**src/rtl/lkv_pkg.sv**
```systemverilog
package lkv_pkg;

   localparam int CAPACITY = 16;
   localparam int IDX_W    = (CAPACITY > 1) ? $clog2(CAPACITY) : 1;
   localparam int RANK_W   = IDX_W;
   localparam int CNT_W    = $clog2(CAPACITY + 1);
   localparam int KEY_W    = 32;
   localparam int VAL_W    = 32;
   localparam int CAP_W    = 5;

   localparam logic [CAP_W-1:0] CAP_RESET  = CAP_W'(16);
   localparam logic [VAL_W-1:0] MISS_VALUE = '1;

   typedef enum logic {
      REQ_GET = 1'b0,
      REQ_SET = 1'b1
   } req_kind_type;

   typedef struct packed {
      req_kind_type           kind;
      logic [KEY_W-1:0]       key;
      logic [VAL_W-1:0]       value;
   } request_type;

   typedef struct packed {
      logic                   hit;
      logic [VAL_W-1:0]       value;
   } result_type;

endpackage

```
**src/rtl/lkv_if.sv**
```systemverilog
interface lkv_req_if;
   logic                              valid;
   logic                              ready;
   logic                              req_type;
   logic signed [lkv_pkg::KEY_W-1:0]  lookup_key;
   logic signed [lkv_pkg::VAL_W-1:0]  write_value;

   modport source (output valid, output req_type, output lookup_key, output write_value,
                   input ready);
   modport sink   (input valid, input req_type, input lookup_key, input write_value,
                   output ready);
endinterface

interface lkv_rsp_if;
   logic                              valid;
   logic                              ready;
   logic                              hit;
   logic signed [lkv_pkg::VAL_W-1:0]  read_value;

   modport source (output valid, output hit, output read_value, input ready);
   modport sink   (input valid, input hit, input read_value, output ready);
endinterface

interface lkv_csr_if;
   logic                              valid;
   logic                              ready;
   logic [lkv_pkg::CAP_W-1:0]         data;

   modport source (output valid, output data, input ready);
   modport sink   (input valid, input data, output ready);
endinterface

```
**src/rtl/lkv_req_reg.sv**
```systemverilog
module lkv_req_reg (
   input  logic                  clock,
   input  logic                  reset,
   input  logic                  in_valid,
   input  lkv_pkg::request_type  in_data,
   output logic                  in_ready,
   output logic                  out_valid,
   output lkv_pkg::request_type  out_data,
   input  logic                  out_take
);
   import lkv_pkg::*;

   logic        valid_ff, valid_in;
   request_type data_ff;

   assign in_ready  = !valid_ff || out_take;
   assign out_valid = valid_ff;
   assign out_data  = data_ff;

   always_comb begin
      valid_in = valid_ff;
      if (in_valid && in_ready) begin
         valid_in = 1'b1;
      end else if (out_take) begin
         valid_in = 1'b0;
      end
   end

   always_ff @(posedge clock) begin
      if (reset) begin
         valid_ff <= 1'b0;
      end else begin
         valid_ff <= valid_in;
      end
   end

   always_ff @(posedge clock) begin
      if (in_valid && in_ready) begin
         data_ff <= in_data;
      end
   end

endmodule

```
**src/rtl/lkv_store.sv**
```systemverilog
module lkv_store (
   input  logic                        clock,
   input  logic                        reset,
   input  logic                        fire,
   input  lkv_pkg::request_type        req,
   input  logic [lkv_pkg::CNT_W-1:0]   cap,
   output lkv_pkg::result_type         res
);
   import lkv_pkg::*;

   logic [CAPACITY-1:0]  valid_ff, valid_in;
   logic [KEY_W-1:0]     key_ff   [CAPACITY];
   logic [KEY_W-1:0]     key_in   [CAPACITY];
   logic [VAL_W-1:0]     value_ff [CAPACITY];
   logic [VAL_W-1:0]     value_in [CAPACITY];
   logic [RANK_W-1:0]    rank_ff  [CAPACITY];
   logic [RANK_W-1:0]    rank_in  [CAPACITY];
   logic [CNT_W-1:0]     count_ff, count_in;

   logic [CAPACITY-1:0]  match, victim, valid_after, free, slot;
   logic                 hit, evict, insert;
   logic [RANK_W-1:0]    hit_rank, oldest_rank;
   logic [VAL_W-1:0]     hit_value;

   // ranks of valid entries are always 0 .. count-1, so the oldest has count-1
   assign oldest_rank = RANK_W'(count_ff - CNT_W'(1));

   always_comb begin
      hit_rank  = '0;
      hit_value = '0;
      for (int i = 0; i < CAPACITY; i++) begin
         match[i]  = valid_ff[i] && (key_ff[i] == req.key);
         victim[i] = valid_ff[i] && (rank_ff[i] == oldest_rank);
         hit_rank  = hit_rank  | (match[i] ? rank_ff[i]  : '0);
         hit_value = hit_value | (match[i] ? value_ff[i] : '0);
      end
   end

   assign hit         = |match;
   assign insert      = (req.kind == REQ_SET) && !hit;
   assign evict       = insert && (count_ff >= cap);
   assign valid_after = valid_ff & ~(evict ? victim : '0);
   assign free        = ~valid_after;
   assign slot        = free & (~free + CAPACITY'(1));

   assign res.hit   = hit;
   assign res.value = ((req.kind == REQ_GET) && hit) ? hit_value : MISS_VALUE;

   always_comb begin
      valid_in = valid_ff;
      count_in = count_ff;
      for (int i = 0; i < CAPACITY; i++) begin
         key_in[i]   = key_ff[i];
         value_in[i] = value_ff[i];
         rank_in[i]  = rank_ff[i];
      end
      if (fire) begin
         if (hit) begin
            for (int i = 0; i < CAPACITY; i++) begin
               if (match[i]) begin
                  rank_in[i] = '0;
                  if (req.kind == REQ_SET) begin
                     value_in[i] = req.value;
                  end
               end else if (valid_ff[i] && (rank_ff[i] < hit_rank)) begin
                  rank_in[i] = rank_ff[i] + RANK_W'(1);
               end
            end
         end else if (insert) begin
            valid_in = valid_after | slot;
            if (!evict) begin
               count_in = count_ff + CNT_W'(1);
            end
            for (int i = 0; i < CAPACITY; i++) begin
               if (slot[i]) begin
                  rank_in[i]  = '0;
                  key_in[i]   = req.key;
                  value_in[i] = req.value;
               end else if (valid_after[i]) begin
                  rank_in[i] = rank_ff[i] + RANK_W'(1);
               end
            end
         end
      end
   end

   always_ff @(posedge clock) begin
      if (reset) begin
         valid_ff <= '0;
         count_ff <= '0;
         for (int i = 0; i < CAPACITY; i++) begin
            rank_ff[i] <= '0;
         end
      end else begin
         valid_ff <= valid_in;
         count_ff <= count_in;
         for (int i = 0; i < CAPACITY; i++) begin
            rank_ff[i] <= rank_in[i];
         end
      end
   end

   always_ff @(posedge clock) begin
      for (int i = 0; i < CAPACITY; i++) begin
         key_ff[i]   <= key_in[i];
         value_ff[i] <= value_in[i];
      end
   end

endmodule

```
**src/rtl/lkv_rsp_reg.sv**
```systemverilog
module lkv_rsp_reg (
   input  logic                 clock,
   input  logic                 reset,
   input  logic                 in_load,
   input  lkv_pkg::result_type  in_data,
   output logic                 in_ready,
   output logic                 out_valid,
   output lkv_pkg::result_type  out_data,
   input  logic                 out_ready
);
   import lkv_pkg::*;

   logic       valid_ff, valid_in;
   result_type data_ff;

   assign in_ready  = !valid_ff || out_ready;
   assign out_valid = valid_ff;
   assign out_data  = data_ff;

   always_comb begin
      valid_in = valid_ff;
      if (in_load) begin
         valid_in = 1'b1;
      end else if (out_ready) begin
         valid_in = 1'b0;
      end
   end

   always_ff @(posedge clock) begin
      if (reset) begin
         valid_ff <= 1'b0;
      end else begin
         valid_ff <= valid_in;
      end
   end

   always_ff @(posedge clock) begin
      if (in_load) begin
         data_ff <= in_data;
      end
   end

endmodule

```
**src/rtl/lru_key_value_cache.sv**
```systemverilog
// a request beat is held in the request register; its result beat is then presented from the result register
// throughput: one request per cycle while the result register can load; lookup, rank update and fill happen in a single
// pass between the request register and the result register
// reset: all entries invalid, fill count zero, capacity register back to 16
// the capacity port is always ready and takes effect on the next request
module lru_key_value_cache (
   input  logic      clock,
   input  logic      reset,
   lkv_req_if.sink   req_bus,
   lkv_rsp_if.source rsp_bus,
   lkv_csr_if.sink   csr_bus
);
   import lkv_pkg::*;

   logic [CAP_W-1:0] cap_ff;
   logic [CNT_W-1:0] eff_cap;

   request_type req_in_data, req_data;
   result_type  result, rsp_data;
   logic        req_valid, rsp_can_load, fire;

   assign csr_bus.ready = 1'b1;

   always_ff @(posedge clock) begin
      if (reset) begin
         cap_ff <= CAP_RESET;
      end else if (csr_bus.valid) begin
         cap_ff <= csr_bus.data;
      end
   end

   // clamp to 1 .. CAPACITY
   always_comb begin
      if (cap_ff == '0) begin
         eff_cap = CNT_W'(1);
      end else if (int'(cap_ff) > CAPACITY) begin
         eff_cap = CNT_W'(CAPACITY);
      end else begin
         eff_cap = CNT_W'(cap_ff);
      end
   end

   assign req_in_data.kind  = req_kind_type'(req_bus.req_type);
   assign req_in_data.key   = req_bus.lookup_key;
   assign req_in_data.value = req_bus.write_value;

   assign fire = req_valid && rsp_can_load;

   lkv_req_reg u_req_reg (
      .clock     (clock),
      .reset     (reset),
      .in_valid  (req_bus.valid),
      .in_data   (req_in_data),
      .in_ready  (req_bus.ready),
      .out_valid (req_valid),
      .out_data  (req_data),
      .out_take  (fire)
   );

   lkv_store u_store (
      .clock (clock),
      .reset (reset),
      .fire  (fire),
      .req   (req_data),
      .cap   (eff_cap),
      .res   (result)
   );

   lkv_rsp_reg u_rsp_reg (
      .clock     (clock),
      .reset     (reset),
      .in_load   (fire),
      .in_data   (result),
      .in_ready  (rsp_can_load),
      .out_valid (rsp_bus.valid),
      .out_data  (rsp_data),
      .out_ready (rsp_bus.ready)
   );

   assign rsp_bus.hit        = rsp_data.hit;
   assign rsp_bus.read_value = signed'(rsp_data.value);

endmodule
```
**src/flat_wrapper.sv**
```systemverilog
// flat-port wrapper written by rule: the top's interface ports become plain ports
module lru_key_value_cache_flat import lkv_pkg::*;
  (clock, reset, req_bus_valid, req_bus_req_type, req_bus_lookup_key, req_bus_write_value, req_bus_ready, rsp_bus_valid, rsp_bus_hit, rsp_bus_read_value, rsp_bus_ready, csr_bus_valid, csr_bus_data, csr_bus_ready);
  lkv_req_if req_bus_i ();
  lkv_rsp_if rsp_bus_i ();
  lkv_csr_if csr_bus_i ();
  input  logic clock;
  input  logic reset;
  input wire logic [$bits(req_bus_i.valid)-1:0] req_bus_valid;
  input wire logic [$bits(req_bus_i.req_type)-1:0] req_bus_req_type;
  input wire logic [$bits(req_bus_i.lookup_key)-1:0] req_bus_lookup_key;
  input wire logic [$bits(req_bus_i.write_value)-1:0] req_bus_write_value;
  output wire logic [$bits(req_bus_i.ready)-1:0] req_bus_ready;
  output wire logic [$bits(rsp_bus_i.valid)-1:0] rsp_bus_valid;
  output wire logic [$bits(rsp_bus_i.hit)-1:0] rsp_bus_hit;
  output wire logic [$bits(rsp_bus_i.read_value)-1:0] rsp_bus_read_value;
  input wire logic [$bits(rsp_bus_i.ready)-1:0] rsp_bus_ready;
  input wire logic [$bits(csr_bus_i.valid)-1:0] csr_bus_valid;
  input wire logic [$bits(csr_bus_i.data)-1:0] csr_bus_data;
  output wire logic [$bits(csr_bus_i.ready)-1:0] csr_bus_ready;
  assign req_bus_i.valid = req_bus_valid;
  assign req_bus_i.req_type = req_bus_req_type;
  assign req_bus_i.lookup_key = req_bus_lookup_key;
  assign req_bus_i.write_value = req_bus_write_value;
  assign req_bus_ready = req_bus_i.ready;
  assign rsp_bus_valid = rsp_bus_i.valid;
  assign rsp_bus_hit = rsp_bus_i.hit;
  assign rsp_bus_read_value = rsp_bus_i.read_value;
  assign rsp_bus_i.ready = rsp_bus_ready;
  assign csr_bus_i.valid = csr_bus_valid;
  assign csr_bus_i.data = csr_bus_data;
  assign csr_bus_ready = csr_bus_i.ready;
  lru_key_value_cache u_core (.clock(clock), .reset(reset), .req_bus(req_bus_i), .rsp_bus(rsp_bus_i), .csr_bus(csr_bus_i));
endmodule
```
**config.mk**
```make
export PLATFORM = sky130hd
export DESIGN_NAME = lru_key_value_cache_flat
export DESIGN_NICKNAME = d
export VERILOG_FILES = /design/src/rtl/lkv_pkg.sv /design/src/rtl/lkv_if.sv /design/src/rtl/lkv_req_reg.sv /design/src/rtl/lkv_store.sv /design/src/rtl/lkv_rsp_reg.sv /design/src/rtl/lru_key_value_cache.sv /design/src/flat_wrapper.sv
export SDC_FILE = /design/constraint.sdc
export NUM_CORES = 2
export LEC_CHECK = 0
export ABC_AREA = 1
export BUFFER_PORTS_ARGS = -buffer_cell sky130_fd_sc_hd__buf_4
export CAP_MARGIN = 20
export CORE_UTILIZATION = 45
export DETAILED_ROUTE_END_ITERATION = 10
export MAX_ROUTING_LAYER = met4
export PLACE_DENSITY = 0.63
export SLEW_MARGIN = 0
export SYNTH_ARGS = -nofsm -noshare
export SYNTH_HDL_FRONTEND = slang
export SYNTH_SLANG_ARGS = --single-unit
```
**constraint.sdc**
```tcl
create_clock -name clock -period 5.25 [get_ports clock]
set_input_delay 0.2625 -clock clock [delete_from_list [all_inputs] [get_ports clock]]
set_output_delay 0.2625 -clock clock [all_outputs]
set_load 0.02 [all_outputs]
```
==> impl_results.md <==
* PD cells at 332 nW/um^2
* Worst slew margin at 27.1%
* DR vias at 36.4k
* Vias in the first global route at 34.0k
* Post-synth top area cell: edfxtp_1
* Hold crit path type: input port to flop
* Top cell type's share of synthesized area at 63.8%
* Count leader, synth: nand2_1
* Nets at 5024
* Tot GR Track Use at 26.9%
* Die Area at 119000 um^2
* Synth top area cells: edfxtp_1 64%, nand2_1 8.2%, a22o_1 4.3%, dfxtp_1 3.5%, nor2_1 3.2%
* Req. time, crit path at 5870 ps
* Std cell rows at 125
* Die Ht at 345 um
* Synth cell count leaders: 1151 x nand2_1, 1122 x edfxtp_1, 444 x nor2_1
* GP Congestion at 0.958
* Post-route DRC at 0
* Reg clk slew, reported paths at 60 ps
* Final wirelength at 156000 um
* FMAX at 205 MHz
* DRT Pass-1 Iters at 6
* Synth Instances at 4634
* CTS tree: done
* Detail Route Antenna Nets at 0
* Critical path endpoint category: flop
* EDFF count, synth at 1122
* RSZ-0062 raised after global routing: false
* Maximum clock insertion buffer count at 3
* WP data arrival at 5490 ps
* Post-Route Setup TNS at 0 ps
* CTS root buf: clkbuf_16
* Layout Cells excl Fill at 6535
* Yosys warns at 0
* Initial Util at 45.4%
* Diode count at 0
* Share of layout cells above drive strength 1 at 11.7%
* Ys flop type: edfxtp_1
* Core box area at 116000 um^2
* H-tree Lvls at 4
* Syn avg cell area at 11.4 um^2
* IO buf count at 109
* Clock Skew at 27.9 ps
* Startpoint Class: flop
* Distinct cells, synth at 51
* GRT overflow at 0
* VDD IR max at 317 uV
* Seq cells post-synth at 1214
* Initial antenna violation count at 2
* Min Clock Period, post-route at 4870 ps
* First-pass GRT wire length at 226000 um
* Final period util at 92.8%
* Max-slew violation count at 0
* Die width at 345 um
* Largest net degree at the start of global routing at 58
* Register area share after synthesis at 67.3%
* CTS resizes at 0
* Mapped Area at 52800 um^2
* Drt via density at 5.57
* Max_cap viols at 0
* DP HPWL at 93100 um
* CTS sink cnt at 1214
* Clk Latency, worst-skew pair at 750 ps
* 1st-iter DRT viols at 4625
* Placed insts at 6217
* CP max FO at 18
* Setup violations, final at 0
* Crit Path Category: flop to flop
* Fraction of registers with async set/reset at 0%
* Design area at 61200 um^2
* Leakage at 0.0225 uW
* Cts bufs inserted at 130
* Worst-Margin Slew at 1090 ps
* Syn nets at 4748
* Hold Fails Final Rpt at 0
* Io pins at 111
* Drt wl/cell at 23.8 um
* Placed cell areas at 56300 um^2
* Area grow syn2layout at 15.9%
* Status: complete, no violations
## metal layers
layer	vias to the layer above	routed length, um	share of wire (%)	GRT usage, %
met4	0	3880	2.5	7.61
li1	16631	-	-	-
met3	236	13600	8.7	3.80
met2	1718	70300	45	40.0
met5	-	0	0	-
met1	17791	67700	44	38.5
## logic make-up (layout without fill, tap and decap cells)
group / count (synthesis) / in the layout / synth area share [%]
AOI/OAI and AO/OA: 633 / 633 / 8.12
other: 1 / 1 / 0.00710
DFF: 1214 / 1214 / 67.3
buffers and inverters: 557 / 934 / 4.49
adders and majority gates: 39 / 39 / 0.924
xor gates and xnor gates: 164 / 164 / 2.73
and+or+nand+nor: 2026 / 2026 / 16.4
## flip-flops by register name, summed over array words and instances, names as in the netlist
register,flops
u_core.u_store.key_ff,512
u_core.u_store.value_ff,512
u_core.u_req_reg.out_data,65
u_core.u_store.rank_ff,64
u_core.u_rsp_reg.out_data,33
u_core.u_store.valid_ff,16
u_core.cap_ff,5
u_core.u_store.count_ff,5
u_core.u_req_reg.out_valid,1
u_core.u_rsp_reg.out_valid,1
## cell usage in the layout, fill, tap and decap left out, types with 40 or more instances in the layout
cell type      instances
xor2_1                78
nor2_4                58
xnor2_1               85
dfxtp_1               92
inv_1                330
a21oi_1               62
buf_4                197
nand2_1             1151
nand4_1               40
clkbuf_16            137
o21ai_0              168
nand3_1              169
a22o_1               261
o21ai_1               91
dlygate4sd3_1         85
inv_2                 43
edfxtp_1            1122
nor2_1               404
nor4_1                66
## through the flow
stage	hold WS [ps]	power [uW]	setup WS, ps	utilization [%]
2_1_floorplan	361	11400	436	-
3_3_place_gp	441	11700	499	48.5
3_5_place_dp	442	11700	542	48.5
4_1_cts	203	20400	481	52.7
5_1_grt	223	20900	201	52.7
6_report	234	20300	380	52.7
## critical path, cell delays in order, from the launching register on
cell      delay (ps)
edfxtp_1         460
inv_2            390
nand2_1          240
nand2_1          120
nor2_1            40
nand2_1          140
nor2_1            70
nand3_1          400
inv_1             80
nand2_1          160
o21ai_0          110
nor4_1           350
and2_1           910
ha_1             380
o21a_1           100
nand2_1           60
nand2_1           60
a21oi_2          190
nand2_2          110
inv_2             90
nand2_1          100
nand2_1          120
a21oi_1           50
## area by class of cell
| type | instances | area (um^2) |
|---|---|---|
| timing repair buffer | 320 | 3090 |
| tap | 1524 | 1910 |
| sequential | 1214 | 35500 |
| clock buffer | 173 | 3580 |
| multi-input combinational | 2863 | 15200 |
| inverter | 381 | 1440 |
| fill | 9835 | 55000 |
| clock inverter | 60 | 432 |
## power by group
group          leakage [uW]  switching [uW]  total [uW]  internal, uW
combinational       0.00970             591         867           276
clock               0.00196            3780        8750          4960
sequential           0.0108             100       10700         10600
## timing repair
| item | CTS | global route |
|---|---|---|
| endpoints found under the hold margin | 80 | 0 |
| hold buffers | 85 | 0 |
| buffers inserted | 0 | 0 |
## worst paths after layout
path	start	to	slack, ps	depth (start not counted)
setup / recovery	u_core.u_req_reg.out_data[39]	u_core.u_store.rank_ff[1][0]	380	22
hold / removal	req_bus_write_value[14]	u_core.u_req_reg.out_data[14]	230	2
setup reg to reg	u_core.u_req_reg.out_data[39]	u_core.u_store.rank_ff[1][0]	380	22
hold reg to reg	u_core.u_store.valid_ff[14]	u_core.u_store.valid_ff[14]	470	2
(Power assumes the default switching activity.)
